$ cat config.mk
export PLATFORM = sky130hd
export DESIGN_NAME = am_envelope_detector_agc
export DESIGN_NICKNAME = d
export VERILOG_FILES = /design/src/design/amed_pkg.sv /design/src/design/amed_mul.sv /design/src/design/amed_isqrt.sv /design/src/design/amed_div.sv /design/src/design/amed_ctrl.sv /design/src/design/amed_dp.sv /design/src/design/am_envelope_detector_agc.sv
export SDC_FILE = /design/constraint.sdc
export NUM_CORES = 2
export LEC_CHECK = 0
export BUFFER_PORTS_ARGS = -buffer_cell sky130_fd_sc_hd__buf_2
export CORE_MARGIN = 10
export CORE_UTILIZATION = 40
export DETAILED_ROUTE_END_ITERATION = 10
export PLACE_DENSITY = 0.62
export SLEW_MARGIN = 0
export SYNTH_ARGS = -nofsm -noshare
export SYNTH_HDL_FRONTEND = slang
export SYNTH_SLANG_ARGS = --single-unit
$ cat constraint.sdc
create_clock -name clk -period 23.3 [get_ports clk]
set_clock_uncertainty 0.2 [all_clocks]
set_input_delay 2.33 -clock clk [delete_from_list [all_inputs] [get_ports clk]]
set_output_delay 2.33 -clock clk [all_outputs]
set_load 0.01 [all_outputs]
$ cat src/design/amed_pkg.sv
`default_nettype none
package amed_pkg;

  localparam int SAMPLE_W   = 16;
  localparam int STATE_W    = 40;
  localparam int COEF_W     = 24;
  localparam int TGT_W      = 15;
  localparam int MUL_A_W    = 40;
  localparam int MUL_B_W    = 54;
  localparam int PROD_W     = MUL_A_W + MUL_B_W;
  localparam int RT_IN_W    = 64;
  localparam int RT_OUT_W   = RT_IN_W / 2;
  localparam int DIV_N_W    = 54;
  localparam int DIV_D_W    = 41;
  localparam int CFG_IDX_W  = 3;
  localparam int CFG_DATA_W = 24;

  localparam logic [STATE_W-1:0] STATE_ONE = 40'h40_0000_0000;

  typedef enum logic [CFG_IDX_W-1:0] {
    CFG_DC_COEF  = 3'd0,
    CFG_CAR_COEF = 3'd1,
    CFG_AC_COEF  = 3'd2,
    CFG_CAR_TGT  = 3'd3,
    CFG_AC_TGT   = 3'd4,
    CFG_KNEE     = 3'd5
  } cfg_idx_t;

  typedef struct packed {
    logic [COEF_W-1:0] dc_coef;
    logic [COEF_W-1:0] car_coef;
    logic [COEF_W-1:0] ac_coef;
    logic [TGT_W-1:0]  car_tgt;
    logic [TGT_W-1:0]  ac_tgt;
    logic [COEF_W-1:0] knee;
  } cfg_t;

  typedef enum logic [3:0] {
    STEP_SUMI,
    STEP_SUMQ,
    STEP_MAG,
    STEP_CAR,
    STEP_DCA,
    STEP_ABS,
    STEP_CGAIN,
    STEP_SQ,
    STEP_ACP,
    STEP_ROOT,
    STEP_AGAIN,
    STEP_OUT
  } step_t;

  typedef struct packed {
    logic  start;
    step_t step;
  } dp_cmd_t;

  typedef enum logic [1:0] {
    CT_IDLE,
    CT_WORK,
    CT_DONE
  } ctrl_state_t;

  typedef struct packed {
    logic in_fire;
    logic out_free;
  } ctrl_stat_t;

  typedef struct packed {
    logic in_ready;
    logic result_load;
  } ctrl_out_t;

endpackage
`default_nettype wire

$ cat src/design/amed_mul.sv
`default_nettype none
module amed_mul
  import amed_pkg::*;
(
  input  wire logic               clk,
  input  wire logic               rst_n,
  input  wire logic               start,
  input  wire logic [MUL_A_W-1:0] a,
  input  wire logic [MUL_B_W-1:0] b,
  output logic                    done,
  output logic [PROD_W-1:0]       prod
);

  localparam int CNT_W = $clog2(MUL_A_W);
  localparam logic [CNT_W-1:0] LAST = CNT_W'(MUL_A_W - 1);

  logic               busy_r;
  logic               done_r;
  logic [CNT_W-1:0]   cnt_r;
  logic [MUL_B_W-1:0] acc_r;
  logic [MUL_A_W-1:0] lo_r;
  logic [MUL_B_W-1:0] b_r;
  logic [MUL_B_W:0]   sum;

  // Shift-add: one multiplier bit per cycle, partial sum shifts right.
  assign sum = {1'b0, acc_r} + (lo_r[0] ? {1'b0, b_r} : '0);

  always_ff @(posedge clk) begin
    if (!rst_n) begin
      busy_r <= 1'b0;
      done_r <= 1'b0;
      cnt_r  <= '0;
    end else begin
      done_r <= 1'b0;
      if (start) begin
        busy_r <= 1'b1;
        cnt_r  <= '0;
      end else if (busy_r) begin
        cnt_r <= cnt_r + 1'b1;
        if (cnt_r == LAST) begin
          busy_r <= 1'b0;
          done_r <= 1'b1;
        end
      end
    end
  end

  always_ff @(posedge clk) begin
    if (start) begin
      acc_r <= '0;
      lo_r  <= a;
      b_r   <= b;
    end else if (busy_r) begin
      acc_r <= sum[MUL_B_W:1];
      lo_r  <= {sum[0], lo_r[MUL_A_W-1:1]};
    end
  end

  assign done = done_r;
  assign prod = {acc_r, lo_r};

endmodule
`default_nettype wire

$ cat src/design/amed_isqrt.sv
`default_nettype none
module amed_isqrt
  import amed_pkg::*;
(
  input  wire logic                clk,
  input  wire logic                rst_n,
  input  wire logic                start,
  input  wire logic [RT_IN_W-1:0]  x,
  output logic                     done,
  output logic [RT_OUT_W-1:0]      root
);

  localparam int CNT_W = $clog2(RT_OUT_W);
  localparam logic [CNT_W-1:0] LAST = CNT_W'(RT_OUT_W - 1);

  logic                busy_r;
  logic                done_r;
  logic [CNT_W-1:0]    cnt_r;
  logic [RT_IN_W-1:0]  x_r;
  logic [RT_OUT_W+1:0] rem_r;
  logic [RT_OUT_W-1:0] root_r;
  logic [RT_OUT_W+3:0] rem2;
  logic [RT_OUT_W+3:0] trial;
  logic                fits;

  // Restoring square root, one result bit per cycle.
  assign rem2  = {rem_r, x_r[RT_IN_W-1 -: 2]};
  assign trial = {2'b00, root_r, 2'b01};
  assign fits  = rem2 >= trial;

  always_ff @(posedge clk) begin
    if (!rst_n) begin
      busy_r <= 1'b0;
      done_r <= 1'b0;
      cnt_r  <= '0;
    end else begin
      done_r <= 1'b0;
      if (start) begin
        busy_r <= 1'b1;
        cnt_r  <= '0;
      end else if (busy_r) begin
        cnt_r <= cnt_r + 1'b1;
        if (cnt_r == LAST) begin
          busy_r <= 1'b0;
          done_r <= 1'b1;
        end
      end
    end
  end

  always_ff @(posedge clk) begin
    if (start) begin
      x_r    <= x;
      rem_r  <= '0;
      root_r <= '0;
    end else if (busy_r) begin
      x_r    <= {x_r[RT_IN_W-3:0], 2'b00};
      rem_r  <= fits ? RT_OUT_W'(0) + (RT_OUT_W+2)'(rem2 - trial)
                     : (RT_OUT_W+2)'(rem2);
      root_r <= {root_r[RT_OUT_W-2:0], fits};
    end
  end

  assign done = done_r;
  assign root = root_r;

endmodule
`default_nettype wire

$ cat src/design/amed_div.sv
`default_nettype none
module amed_div
  import amed_pkg::*;
(
  input  wire logic               clk,
  input  wire logic               rst_n,
  input  wire logic               start,
  input  wire logic [DIV_N_W-1:0] num,
  input  wire logic [DIV_D_W-1:0] den,
  output logic                    done,
  output logic [DIV_N_W-1:0]      quo
);

  localparam int CNT_W = $clog2(DIV_N_W);
  localparam logic [CNT_W-1:0] LAST = CNT_W'(DIV_N_W - 1);

  logic               busy_r;
  logic               done_r;
  logic [CNT_W-1:0]   cnt_r;
  logic [DIV_N_W-1:0] n_r;
  logic [DIV_D_W-1:0] d_r;
  logic [DIV_D_W-1:0] rem_r;
  logic [DIV_D_W:0]   rem2;
  logic               fits;

  // Restoring division; the quotient bits shift in where the dividend leaves.
  assign rem2 = {rem_r, n_r[DIV_N_W-1]};
  assign fits = rem2 >= {1'b0, d_r};

  always_ff @(posedge clk) begin
    if (!rst_n) begin
      busy_r <= 1'b0;
      done_r <= 1'b0;
      cnt_r  <= '0;
    end else begin
      done_r <= 1'b0;
      if (start) begin
        busy_r <= 1'b1;
        cnt_r  <= '0;
      end else if (busy_r) begin
        cnt_r <= cnt_r + 1'b1;
        if (cnt_r == LAST) begin
          busy_r <= 1'b0;
          done_r <= 1'b1;
        end
      end
    end
  end

  always_ff @(posedge clk) begin
    if (start) begin
      n_r   <= num;
      d_r   <= den;
      rem_r <= '0;
    end else if (busy_r) begin
      n_r   <= {n_r[DIV_N_W-2:0], fits};
      rem_r <= fits ? DIV_D_W'(rem2 - {1'b0, d_r}) : DIV_D_W'(rem2);
    end
  end

  assign done = done_r;
  assign quo  = n_r;

endmodule
`default_nettype wire

$ cat src/design/amed_ctrl.sv
`default_nettype none
module amed_ctrl
  import amed_pkg::*;
(
  input  wire logic       clk,
  input  wire logic       rst_n,
  input  wire ctrl_stat_t stat,
  input  wire logic       dp_done,
  output dp_cmd_t         cmd,
  output ctrl_out_t       ctl
);

  ctrl_state_t state_r, state_nxt;
  step_t       step_r, step_nxt;
  logic        launched_r, launched_nxt;

  always_ff @(posedge clk) begin
    if (!rst_n) begin
      state_r    <= CT_IDLE;
      step_r     <= STEP_SUMI;
      launched_r <= 1'b0;
    end else begin
      state_r    <= state_nxt;
      step_r     <= step_nxt;
      launched_r <= launched_nxt;
    end
  end

  // Each step is launched once and the sequencer waits for its done pulse.
  always_comb begin
    state_nxt       = state_r;
    step_nxt        = step_r;
    launched_nxt    = launched_r;
    cmd.start       = 1'b0;
    cmd.step        = step_r;
    ctl.in_ready    = 1'b0;
    ctl.result_load = 1'b0;
    unique case (state_r)
      CT_IDLE: begin
        ctl.in_ready = 1'b1;
        if (stat.in_fire) begin
          state_nxt    = CT_WORK;
          step_nxt     = STEP_SUMI;
          launched_nxt = 1'b0;
        end
      end
      CT_WORK: begin
        if (!launched_r) begin
          cmd.start    = 1'b1;
          launched_nxt = 1'b1;
        end else if (dp_done) begin
          launched_nxt = 1'b0;
          if (step_r == STEP_OUT) begin
            state_nxt = CT_DONE;
          end else begin
            step_nxt = step_t'(step_r + 4'd1);
          end
        end
      end
      CT_DONE: begin
        if (stat.out_free) begin
          ctl.result_load = 1'b1;
          state_nxt       = CT_IDLE;
        end
      end
      default: begin
        state_nxt = CT_IDLE;
      end
    endcase
  end

endmodule
`default_nettype wire

$ cat src/design/amed_dp.sv
`default_nettype none
module amed_dp
  import amed_pkg::*;
(
  input  wire logic                clk,
  input  wire logic                rst_n,
  input  wire cfg_t                cfg,
  input  wire logic                load,
  input  wire logic [SAMPLE_W-1:0] in_phase,
  input  wire logic [SAMPLE_W-1:0] quadrature,
  input  wire logic                block_end,
  input  wire dp_cmd_t             cmd,
  output logic                     done,
  output logic [SAMPLE_W-1:0]      audio_sample,
  output logic                     block_end_out
);

  logic [SAMPLE_W-1:0]   ai_r, aq_r;
  logic                  be_r;
  logic [2*SAMPLE_W-1:0] sum_r;
  logic [STATE_W-1:0]    mag_r, car_r, dca_r, acp_r, sqv_r, absval_r, root_r;
  logic                  dir_r, neg_r;
  logic [DIV_N_W-1:0]    gain_c_r, gain_r;
  logic [SAMPLE_W-1:0]   res_r;
  logic                  inst_done_r;

  logic [SAMPLE_W-1:0]   sq_op;
  logic [2*SAMPLE_W-1:0] sq_val;
  logic [STATE_W-1:0]    sm_s, sm_x, sm_diff;
  logic                  sm_up;
  logic [MUL_A_W-1:0]    mul_a;
  logic [MUL_B_W-1:0]    mul_b;
  logic                  mul_done;
  logic [PROD_W-1:0]     prod;
  logic [RT_IN_W-1:0]    rt_x;
  logic                  rt_done;
  logic [RT_OUT_W-1:0]   rt_root;
  logic [DIV_N_W-1:0]    div_n;
  logic [DIV_D_W-1:0]    div_d, den_raw, knee_s;
  logic                  div_done;
  logic [DIV_N_W-1:0]    quo;
  logic                  is_inst;

  logic [63:0]           sm_rnd;
  logic [STATE_W-1:0]    sm_step, sm_new;
  logic [80:0]           sq_rnd;
  logic [42:0]           sq_q;
  logic [PROD_W:0]       out_rnd;
  logic [PROD_W-39:0]    out_q;
  logic [SAMPLE_W-1:0]   out_lim, out_mag;

  // One narrow squarer serves both sample components in turn.
  assign sq_op  = (cmd.step == STEP_SUMI) ? ai_r : aq_r;
  assign sq_val = sq_op * sq_op;

  // Averager operands: the state being smoothed and the value it tracks.
  always_comb begin
    case (cmd.step)
      STEP_CAR: begin sm_s = car_r; sm_x = mag_r; end
      STEP_DCA: begin sm_s = dca_r; sm_x = mag_r; end
      default:  begin sm_s = acp_r; sm_x = sqv_r; end
    endcase
  end
  assign sm_up   = sm_x >= sm_s;
  assign sm_diff = sm_up ? sm_x - sm_s : sm_s - sm_x;

  always_comb begin
    case (cmd.step)
      STEP_CAR: begin mul_a = sm_diff;  mul_b = MUL_B_W'(cfg.car_coef); end
      STEP_DCA: begin mul_a = sm_diff;  mul_b = MUL_B_W'(cfg.dc_coef);  end
      STEP_ACP: begin mul_a = sm_diff;  mul_b = MUL_B_W'(cfg.ac_coef);  end
      STEP_SQ:  begin mul_a = absval_r; mul_b = MUL_B_W'(absval_r);     end
      default:  begin mul_a = absval_r; mul_b = gain_r;                 end
    endcase
  end

  // Magnitude root works on the sum scaled by 2^32; the power root by 2^22.
  assign rt_x = (cmd.step == STEP_MAG) ? {sum_r, 32'd0} : {2'b00, acp_r, 22'd0};

  assign knee_s  = DIV_D_W'({cfg.knee, 14'd0});
  assign den_raw = (cmd.step == STEP_CGAIN) ? DIV_D_W'(car_r) + knee_s
                                            : DIV_D_W'(root_r) + knee_s;
  assign div_d   = (den_raw == '0) ? DIV_D_W'(1) : den_raw;
  assign div_n   = (cmd.step == STEP_CGAIN) ? {cfg.car_tgt, 39'd0}
                                            : {cfg.ac_tgt, 39'd0};

  assign is_inst = (cmd.step == STEP_SUMI) || (cmd.step == STEP_SUMQ) ||
                   (cmd.step == STEP_ABS);

  amed_mul u_mul (
    .clk   (clk),
    .rst_n (rst_n),
    .start (cmd.start && ((cmd.step == STEP_CAR) || (cmd.step == STEP_DCA) ||
                          (cmd.step == STEP_SQ) || (cmd.step == STEP_ACP) ||
                          (cmd.step == STEP_OUT))),
    .a     (mul_a),
    .b     (mul_b),
    .done  (mul_done),
    .prod  (prod)
  );

  amed_isqrt u_isqrt (
    .clk   (clk),
    .rst_n (rst_n),
    .start (cmd.start && ((cmd.step == STEP_MAG) || (cmd.step == STEP_ROOT))),
    .x     (rt_x),
    .done  (rt_done),
    .root  (rt_root)
  );

  amed_div u_div (
    .clk   (clk),
    .rst_n (rst_n),
    .start (cmd.start && ((cmd.step == STEP_CGAIN) || (cmd.step == STEP_AGAIN))),
    .num   (div_n),
    .den   (div_d),
    .done  (div_done),
    .quo   (quo)
  );

  // Rounded averager step, result always lies between old state and target.
  assign sm_rnd  = prod[63:0] + 64'h80_0000;
  assign sm_step = sm_rnd[63:24];
  assign sm_new  = dir_r ? sm_s + sm_step : sm_s - sm_step;

  assign sq_rnd  = {1'b0, prod[79:0]} + (81'd1 << 37);
  assign sq_q    = sq_rnd[80:38];

  assign out_rnd = {1'b0, prod} + ((PROD_W+1)'(1) << 38);
  assign out_q   = out_rnd[PROD_W:39];
  assign out_lim = neg_r ? 16'h8000 : 16'h7FFF;
  assign out_mag = (out_q > (PROD_W-38)'(out_lim)) ? out_lim : out_q[SAMPLE_W-1:0];

  always_ff @(posedge clk) begin
    if (!rst_n) begin
      car_r       <= STATE_ONE;
      dca_r       <= STATE_ONE;
      acp_r       <= STATE_ONE;
      inst_done_r <= 1'b0;
    end else begin
      inst_done_r <= cmd.start && is_inst;
      if (mul_done) begin
        case (cmd.step)
          STEP_CAR: car_r <= sm_new;
          STEP_DCA: dca_r <= sm_new;
          STEP_ACP: acp_r <= sm_new;
          default:  ;
        endcase
      end
    end
  end

  always_ff @(posedge clk) begin
    if (load) begin
      ai_r <= in_phase[SAMPLE_W-1] ? SAMPLE_W'(-in_phase) : in_phase;
      aq_r <= quadrature[SAMPLE_W-1] ? SAMPLE_W'(-quadrature) : quadrature;
      be_r <= block_end;
    end
    if (cmd.start) begin
      case (cmd.step)
        STEP_SUMI: sum_r <= sq_val;
        STEP_SUMQ: sum_r <= sum_r + sq_val;
        STEP_ABS: begin
          neg_r    <= mag_r < dca_r;
          absval_r <= (mag_r < dca_r) ? dca_r - mag_r : mag_r - dca_r;
        end
        STEP_CAR, STEP_DCA, STEP_ACP: dir_r <= sm_up;
        default: ;
      endcase
    end
    if (mul_done) begin
      case (cmd.step)
        STEP_SQ:  sqv_r <= (sq_q[42:40] != 3'd0) ? '1 : sq_q[STATE_W-1:0];
        STEP_OUT: res_r <= neg_r ? SAMPLE_W'(-out_mag) : out_mag;
        default:  ;
      endcase
    end
    if (rt_done) begin
      if (cmd.step == STEP_MAG) begin
        mag_r <= STATE_W'({rt_root, 7'd0});
      end else begin
        root_r <= {1'b0, rt_root[RT_OUT_W-2:0], 8'd0};
      end
    end
    if (div_done) begin
      if (cmd.step == STEP_CGAIN) begin
        gain_c_r <= quo;
      end else begin
        gain_r <= (quo < gain_c_r) ? quo : gain_c_r;
      end
    end
  end

  assign done          = inst_done_r | mul_done | rt_done | div_done;
  assign audio_sample  = res_r;
  assign block_end_out = be_r;

  a_one_done: assert property (@(posedge clk) disable iff (!rst_n)
    $onehot0({inst_done_r, mul_done, rt_done, div_done}))
    else $error("two arithmetic units finished in the same cycle");

  a_mul_step: assert property (@(posedge clk) disable iff (!rst_n)
    mul_done |-> (cmd.step == STEP_CAR) || (cmd.step == STEP_DCA) ||
                 (cmd.step == STEP_SQ) || (cmd.step == STEP_ACP) ||
                 (cmd.step == STEP_OUT))
    else $error("multiplier finished outside a multiply step");

  a_no_restart: assert property (@(posedge clk) disable iff (!rst_n)
    cmd.start |=> !cmd.start)
    else $error("step launched on two consecutive cycles");

endmodule
`default_nettype wire

$ cat src/design/am_envelope_detector_agc.sv
`default_nettype none
// AM envelope detector with AGC. Each input word is one complex baseband
// sample (I, Q in Q1.15); each output word is one saturated Q1.15 audio
// sample, exactly one per input, with block_end copied alongside. The work
// for an item is sequenced step by step through one shift-add multiplier
// (five products per item), one restoring square root unit (two roots per
// item) and one restoring divider (two gains per item), all retiring one
// bit per cycle. A finished result sits in the output register, so the next
// sample is accepted while it waits; the following result is held back only
// if that register is still full. Configuration registers (index 0 to 5:
// DC-removal weight, carrier weight, AC-power weight, carrier target, AC
// target, knee) are always ready and should be written while no sample is
// in flight; unknown indexes are ignored. The three averager states reset
// to 1.0.
module am_envelope_detector_agc
  import amed_pkg::*;
(
  input  wire logic                  clk,
  input  wire logic                  rst_n,
  input  wire logic                  in_valid,
  output logic                       in_stall,
  input  wire logic [SAMPLE_W-1:0]   in_phase,
  input  wire logic [SAMPLE_W-1:0]   in_quadrature,
  input  wire logic                  in_block_end,
  output logic                       out_valid,
  input  wire logic                  out_stall,
  output logic [SAMPLE_W-1:0]        out_audio_sample,
  output logic                       out_block_end_out,
  input  wire logic                  cfg_valid,
  output logic                       cfg_ready,
  input  wire logic [CFG_IDX_W-1:0]  cfg_index,
  input  wire logic [CFG_DATA_W-1:0] cfg_data
);

  cfg_t                cfg_r;
  ctrl_stat_t          stat;
  ctrl_out_t           ctl;
  dp_cmd_t             cmd;
  logic                dp_done;
  logic [SAMPLE_W-1:0] dp_audio;
  logic                dp_be;
  logic                in_fire;
  logic                out_valid_r;
  logic [SAMPLE_W-1:0] out_audio_r;
  logic                out_be_r;

  assign cfg_ready = 1'b1;

  // Register file; narrower registers keep only their low bits.
  always_ff @(posedge clk) begin
    if (!rst_n) begin
      cfg_r.dc_coef  <= 24'd167772;
      cfg_r.car_coef <= 24'd3355;
      cfg_r.ac_coef  <= 24'd3355;
      cfg_r.car_tgt  <= 15'd16384;
      cfg_r.ac_tgt   <= 15'd3277;
      cfg_r.knee     <= 24'd16777;
    end else if (cfg_valid && cfg_ready) begin
      unique case (cfg_index)
        CFG_DC_COEF:  cfg_r.dc_coef  <= cfg_data;
        CFG_CAR_COEF: cfg_r.car_coef <= cfg_data;
        CFG_AC_COEF:  cfg_r.ac_coef  <= cfg_data;
        CFG_CAR_TGT:  cfg_r.car_tgt  <= cfg_data[TGT_W-1:0];
        CFG_AC_TGT:   cfg_r.ac_tgt   <= cfg_data[TGT_W-1:0];
        CFG_KNEE:     cfg_r.knee     <= cfg_data;
        default:      ;
      endcase
    end
  end

  // The input is open only while the sequencer is idle.
  assign in_stall      = !ctl.in_ready;
  assign in_fire       = in_valid && ctl.in_ready;
  assign stat.in_fire  = in_fire;
  assign stat.out_free = !out_valid_r || !out_stall;

  amed_ctrl u_ctrl (
    .clk     (clk),
    .rst_n   (rst_n),
    .stat    (stat),
    .dp_done (dp_done),
    .cmd     (cmd),
    .ctl     (ctl)
  );

  amed_dp u_dp (
    .clk           (clk),
    .rst_n         (rst_n),
    .cfg           (cfg_r),
    .load          (in_fire),
    .in_phase      (in_phase),
    .quadrature    (in_quadrature),
    .block_end     (in_block_end),
    .cmd           (cmd),
    .done          (dp_done),
    .audio_sample  (dp_audio),
    .block_end_out (dp_be)
  );

  // Output register: filled when a result is ready, emptied when taken.
  always_ff @(posedge clk) begin
    if (!rst_n) begin
      out_valid_r <= 1'b0;
    end else if (ctl.result_load) begin
      out_valid_r <= 1'b1;
    end else if (!out_stall) begin
      out_valid_r <= 1'b0;
    end
  end

  always_ff @(posedge clk) begin
    if (ctl.result_load) begin
      out_audio_r <= dp_audio;
      out_be_r    <= dp_be;
    end
  end

  assign out_valid         = out_valid_r;
  assign out_audio_sample  = out_audio_r;
  assign out_block_end_out = out_be_r;

  a_load_free: assert property (@(posedge clk) disable iff (!rst_n)
    ctl.result_load |-> (!out_valid_r || !out_stall))
    else $error("result written over a word that was not taken");

  a_one_item: assert property (@(posedge clk) disable iff (!rst_n)
    in_fire |=> in_stall)
    else $error("second word accepted while one is in flight");

  a_load_idle: assert property (@(posedge clk) disable iff (!rst_n)
    ctl.result_load |=> !ctl.result_load)
    else $error("one word delivered twice");

endmodule
`default_nettype wire

=== Word level (Yosys, flattened, before mapping) ===
Index checks and enable logic that the tools add are counted.
W data, S select, Z words.

* Flip-flop bits (word level): 1043
* Latch bits: 0
* Memory bits (writable): 0
* ROM bits: 0
* Bits of input ports: 65
* Output and inout bits: 20
* Logic and storage cells: 232
* Memories kept: 0

* $add $sub $neg: 22
* Multiply operators: 1
* Div/mod/pow operators: 0
* Order comparisons: 6
* Eq/ne operators: 28
* Shifts and indexed selects: 0
* Multiplexer cells: 61
* Bitwise logic cells: 9
* Reduce and logical (&&, ||, !) cells: 56

{| class="wikitable"
|+ Operators with widths
! cell !! count
|-
| $mux W40 || 7
|-
| $mux W54 || 5
|-
| $pmux W54 S4 || 1
|-
| $mux W64 || 3
|-
| $sub A40 B40 Y40 || 3
|-
| $add A94 B39 Y95 const B || 1
|-
| $mux W41 || 2
|-
| $add A80 B38 Y81 const B || 1
|-
| $pmux W40 S2 || 1
|-
| $add A64 B24 Y64 const B || 1
|-
| $mux W16 || 4
|-
| $pmux W32 S2 || 1
|-
| $gt A56 B16 Y1 || 1
|-
| $add A54 B55 Y55 || 1
|-
| $lt A54 B54 Y1 || 1
|-
| $neg A16 Y16 || 3
|-
| $ge A42 B41 Y1 || 1
|-
| $add A40 B38 Y41 || 1
|-
| $logic_not A41 Y1 || 1
|-
| $sub A41 B41 Y41 || 1
|-
| $add A39 B38 Y40 || 1
|-
| $add A40 B40 Y40 || 1
|-
| $ge A40 B40 Y1 || 1
|-
| $lt A39 B40 Y1 || 1
|-
| other kinds (44) || 139
|}

=== Longest topological paths before layout ===
* Word-level depth: 7
* Depth in mapped cells: 42
* Depth with buffers taken out: 39

=== By module ===
From an unflattened synthesis, not the netlist that was laid out.

* Cells, all modules: 8512
* Area, all modules: 77127.7 µm²

{| class="wikitable"
|+ By module, submodules not included
! module !! instances !! cells each !! area each (µm²) !! seq. area each (µm²)
|-
| amed_dp || 1 || 5600 || 46717.3 || 12451.9
|-
| amed_mul || 1 || 872 || 8882.3 || 4063.9
|-
| amed_div || 1 || 754 || 8087.8 || 3833.7
|-
| amed_isqrt || 1 || 755 || 7672.4 || 3383.2
|-
| am_envelope_detector_agc || 1 || 482 || 5333.9 || 3052.9
|-
| amed_ctrl || 1 || 49 || 434.2 || 140.1
|}

=== Worst setup path after synthesis ===
OpenSTA, ideal clock, no wires.

* Kind: register to register
* Start: register u_ctrl.step_r[3]
* End: register u_dp.sum_r[30], data pin
* Library setup time: 260 ps
* Data arrival time: 9618 ps
* Required time: 22840 ps
* Slack: 13223 ps
* Cell stages (with the launch flop): 37
* Buffers on the path: 4
* Clock period less this slack: 10077 ps
* Cells stage by stage: dfxtp_1 > nor2_1 > and2_1 > clkbuf_1 > buf_1 > buf_1 > mux2i_1 > clkinv_1 > nand2_1 > fa_1 > fa_1 > inv_1 > ha_1 > fa_1 > fa_1 > inv_1 > fa_1 > inv_1 > ha_1 > or4_1 > o21a_1 > a31oi_1 > o21ai_0 > a31o_2 > a21oi_1 > xnor2_1 > ha_1 > clkbuf_1 > a21o_1 > a21o_1 > a21oi_1 > a311oi_1 > a41o_1 > o41a_1 > o31ai_1 > xnor2_1 > mux2_2

* Longest elaborated chain between the ends: 5
* Elaborated cells between the ends (all ways): 6
* Those cells by class: add/sub (1); mul (1); eq/ne (1); mux (2); reduce/logical (1)

{| class="wikitable"
|+ Ends and longest elaborated chain
! what !! line !! text
|-
| start: declaration || amed_ctrl.sv:14 || <nowiki>step_t step_r, step_nxt;</nowiki>
|-
| start signal: assignment || amed_ctrl.sv:24 || <nowiki>step_r <= step_nxt;</nowiki>
|-
| $logic_not A4 Y1 || amed_dp.sv:53, amed_dp.sv:160 ||
|-
| $mux W16 || amed_dp.sv:53 || <nowiki>assign sq_op = (cmd.step == STEP_SUMI) ? ai_r : aq_r;</nowiki>
|-
| $mul A16 B16 Y32 || amed_dp.sv:54 || <nowiki>assign sq_val = sq_op * sq_op;</nowiki>
|-
| $add A32 B32 Y32 || amed_dp.sv:162 || <nowiki>STEP_SUMQ: sum_r <= sum_r + sq_val;</nowiki>
|-
| $pmux W32 S2 (*) || amed_dp.sv:160 || <nowiki>case (cmd.step)</nowiki>
|-
| end signal: assignment || amed_dp.sv:161 || <nowiki>STEP_SUMI: sum_r <= sq_val;</nowiki>
|-
| end signal: assignment || amed_dp.sv:162 ||
|-
| end: declaration || amed_dp.sv:20 || <nowiki>logic [2*SAMPLE_W-1:0] sum_r;</nowiki>
|}

Every way passes the cells marked *; elsewhere a longest branch is shown, timed or not.
A chain may end at the register's enable or synchronous reset.

=== Final worst setup path ===
* Start: register u_ctrl.step_r[3]
* End: register u_dp.sum_r[31], data pin

The elaborated chain is that of the path after synthesis.

==> out/qor.yml <==
crit_path_end_kind: "register"
path_buf_inv: 5
cts_tree: "yes"
leakage_nw: 34.1
tightest_slew_ps: 1230
drt_pass1_iterations: 6
coreArea_um2: 188000
vdd_drop_max_mv: 0.545
setup.worst_path.class: "reg -> reg"
grt_overflow: 0
ys_types: 107
timing.rr.start: "u_ctrl.step_r[3]$_SDFFE_PN0P_"
worstHoldPathCells: 0
clk_pin_slew_ps: 60
cp_data_arrival_time_ps: 11430
cap_viol_max_count: 0
crit_fanout: 21
syn_nets: 9432
p_seq_share_pct: 18.2
grt_max_degree: 90
track_usage_pct: 23.6
pwr-share-comb_pct: 65.9
status: "complete, no violations"
ys_ff_latch: 1021
cts_root_buf: "clkbuf_16"
cpPeakStageDelay_ps: 830
r2r-end: "u_dp.sum_r[31]$_DFFE_PP_"
slowest_stage: "mux2i_1"
hold_class: "reg -> reg"
ios: 85
dieWidth_um: 455
cts_inserted_buffers: 115
avgSynthCellArea_um2: 8.79
drtIter0Drc: 6161
endpoint: "u_dp.sum_r[31]$_DFFE_PP_"
timing.final.crit_share_pct: 47.7
crit_top_cell: "fa_1"
rows: 159
area_growth_pct: 8.78
cts_hold_buf: 0
cp.depth: 35
finalWeightedCongestion: 0.976
synth_top_cell_by_area: "edfxtp_1"
fp.dieH_um: 455
reg2reg_depth: 35
synth.most_common_cell: "nand2_1"
drc: 0
dpl.hpwl_um: 197000
hold_slack_ps: 214
synth_edf_count: 582
cp_top_family: "adder cells"
ys_seq_area_share_pct: 34.7
r2r_slack_ps: 12180
postCtsSetupRepairBufs: 0
rsz0062_at_grt: "no"
post-route-cell-area_um2: 82400
dieArea_um2: 207000
fillCellCount: 18374
synthArstFlopShare_pct: 0
wl_per_cell_um: 23.0
synth_top_area_share_pct: 23.1
finalMaxSlewViolations: 0
numPortBuffers: 83
crit_path_start_kind: "register"
synth_flop_cell: "edfxtp_1"
clk_latency_ps: 810
ctsHtreeMaxLevel: 3
finalPower_w: 0.0125
grt_pass1_vias: 60350
cts_resized: 0
syn_inst: 8620
synth.yosys.warnings: 0
seq_area_um2: 26300
power_density_nw_per_um2: 152
cts_buffer_depth: 3
antenna_found_initial: 14
wl_um: 254000
synth.cell_area_um2: 75700
drive_gt1_share_pct: 6.26
required_ps: 23610
sw_frac_of_total_pct: 45.4
finalCriticalPeriod_ps: 11120
final_antenna_net_count: 0
power.net_switching_w: 0.00567
layout.nets: 9261
vias: 63717
timing.fmax_mhz: 89.9
grt_pass1_wl_um: 379000
startpoint: "u_ctrl.step_r[3]$_SDFFE_PN0P_"
multiInputGateArea_um2: 45300
cts.sinks: 1021
maxSlewHeadroom_pct: 18.3
tns_ps: 0
p_int_w: 0.00684
place_area_um2: 78200
final-setup-viol-count: 0
power.share.clock_pct: 15.9
yosys-top-cells-count: "1106 x nand2_1, 658 x inv_1, 589 x nor2_1, 582 x edfxtp_1, 578 x ha_1"
synth.area.top_cells: "edfxtp_1 23%, dfxtp_1 12%, ha_1 9.5%"
hold_viol_final: 0
start_util_pct: 40.3
utilization_pct: 43.8
via_per_inst: 5.76
-- cell usage in the layout (no fill, tap or decap), drive strengths merged, types with 39 or more instances in the layout --
cell type,synthesis,layout
nand2b,60,60
clkbuf,370,143
o21ai,450,450
o211ai,42,42
and2,197,197
ha,578,578
o21a,75,75
fa,169,169
nor3,129,129
nand2,1106,1106
mux2,72,72
nor2b,57,57
a31oi,90,90
a21oi,533,533
inv,660,670
mux2i,207,207
xor2,165,165
nor2,589,589
buf,73,155
nand4,104,104
a21boi,207,207
a211oi,92,92
and3,98,98
dfxtp,439,439
o21bai,79,79
and4,39,39
nand3,219,219
a21o,258,258
a221o,45,45
clkinv,7,49
or3,41,41
edfxtp,582,582
o31ai,52,52
xnor2,284,284
-- per-stage QoR --
stage,instances,worst slack (ps)
4_1_cts,11047,12320
2_1_floorplan,8620,13220
3_3_place_gp,10827,12600
5_1_grt,11051,11540
3_5_place_dp,10827,12360
6_report,11055,12180
-- routing by layer --
metal / up-vias / GRT usage [%] / part of all wire, %
met5: - / 0 / 0.011
met3: 446 / 3.78 / 6.8
li1: 30241 / - / -
met1: 30919 / 32.6 / 45
met4: 6 / 8.94 / 4.3
met2: 2105 / 37.0 / 44
-- registers in the layout, summed over array words and instances (netlist names), 34 cells and up --
register,cells
u_dp.u_mul.b_r,54
u_dp.car_r,40
u_dp.gain_r,54
u_dp.u_div.quo,54
u_dp.u_div.d_r,41
u_dp.acp_r,40
cfg_r,126
u_dp.u_div.rem_r,41
u_dp.absval_r,40
u_dp.u_mul.lo_r,40
u_dp.u_isqrt.rem_r,34
u_dp.dca_r,40
u_dp.u_mul.acc_r,54
u_dp.u_isqrt.x_r,42
u_dp.sqv_r,40
u_dp.gain_c_r,54
-- power groups by stage --
stage                     logic [W]  registers [W]  clock network (W)
after floorplan             0.00660        0.00225                  0
after global placement      0.00793        0.00231                  0
after detailed placement    0.00813        0.00231                  0
after CTS                   0.00819        0.00228            0.00202
after global routing        0.00933        0.00229            0.00209
final                       0.00825        0.00228            0.00199
-- worst min-delay path by stage --
stage	to	start	slack [ps]
final	out_audio_sample[6]$_DFFE_PP_	u_dp.audio_sample[6]$_DFFE_PP_	210
after global routing	out_audio_sample[6]$_DFFE_PP_	u_dp.audio_sample[6]$_DFFE_PP_	230
after CTS	out_audio_sample[6]$_DFFE_PP_	u_dp.audio_sample[6]$_DFFE_PP_	220
after detailed placement	out_block_end_out$_DFFE_PP_	u_dp.block_end_out$_DFFE_PP_	200
after global placement	out_audio_sample[4]$_DFFE_PP_	u_dp.audio_sample[4]$_DFFE_PP_	200
after floorplan	out_audio_sample[0]$_DFFE_PP_	u_dp.audio_sample[0]$_DFFE_PP_	200
-- logic make-up (layout without fill, tap and decap cells) --
kind of cell / count (synthesis) / count (layout) / synth area share [%]
simple gates: 2782 / 2782 / 17.2
compound gates: 2231 / 2231 / 19.5
buf+inv: 1110 / 1042 / 5.60
flops: 1021 / 1021 / 34.7
fa+ha+maj: 747 / 747 / 14.0
xor+xnor: 449 / 449 / 5.19
mux: 279 / 279 / 3.81
other cells: 1 / 9 / 0.00495
-- final cells by class --
type / instances / share of cell area, %
clock inverter: 77 / 1.24
antenna: 8 / 0.0243
clock buffer: 143 / 3.82
inverter: 667 / 3.04
multi-input combinational: 6489 / 55.0
tap: 2495 / 3.79
timing repair buffer: 155 / 1.17
sequential: 1021 / 31.9
Power figures use the tool's default switching activity.
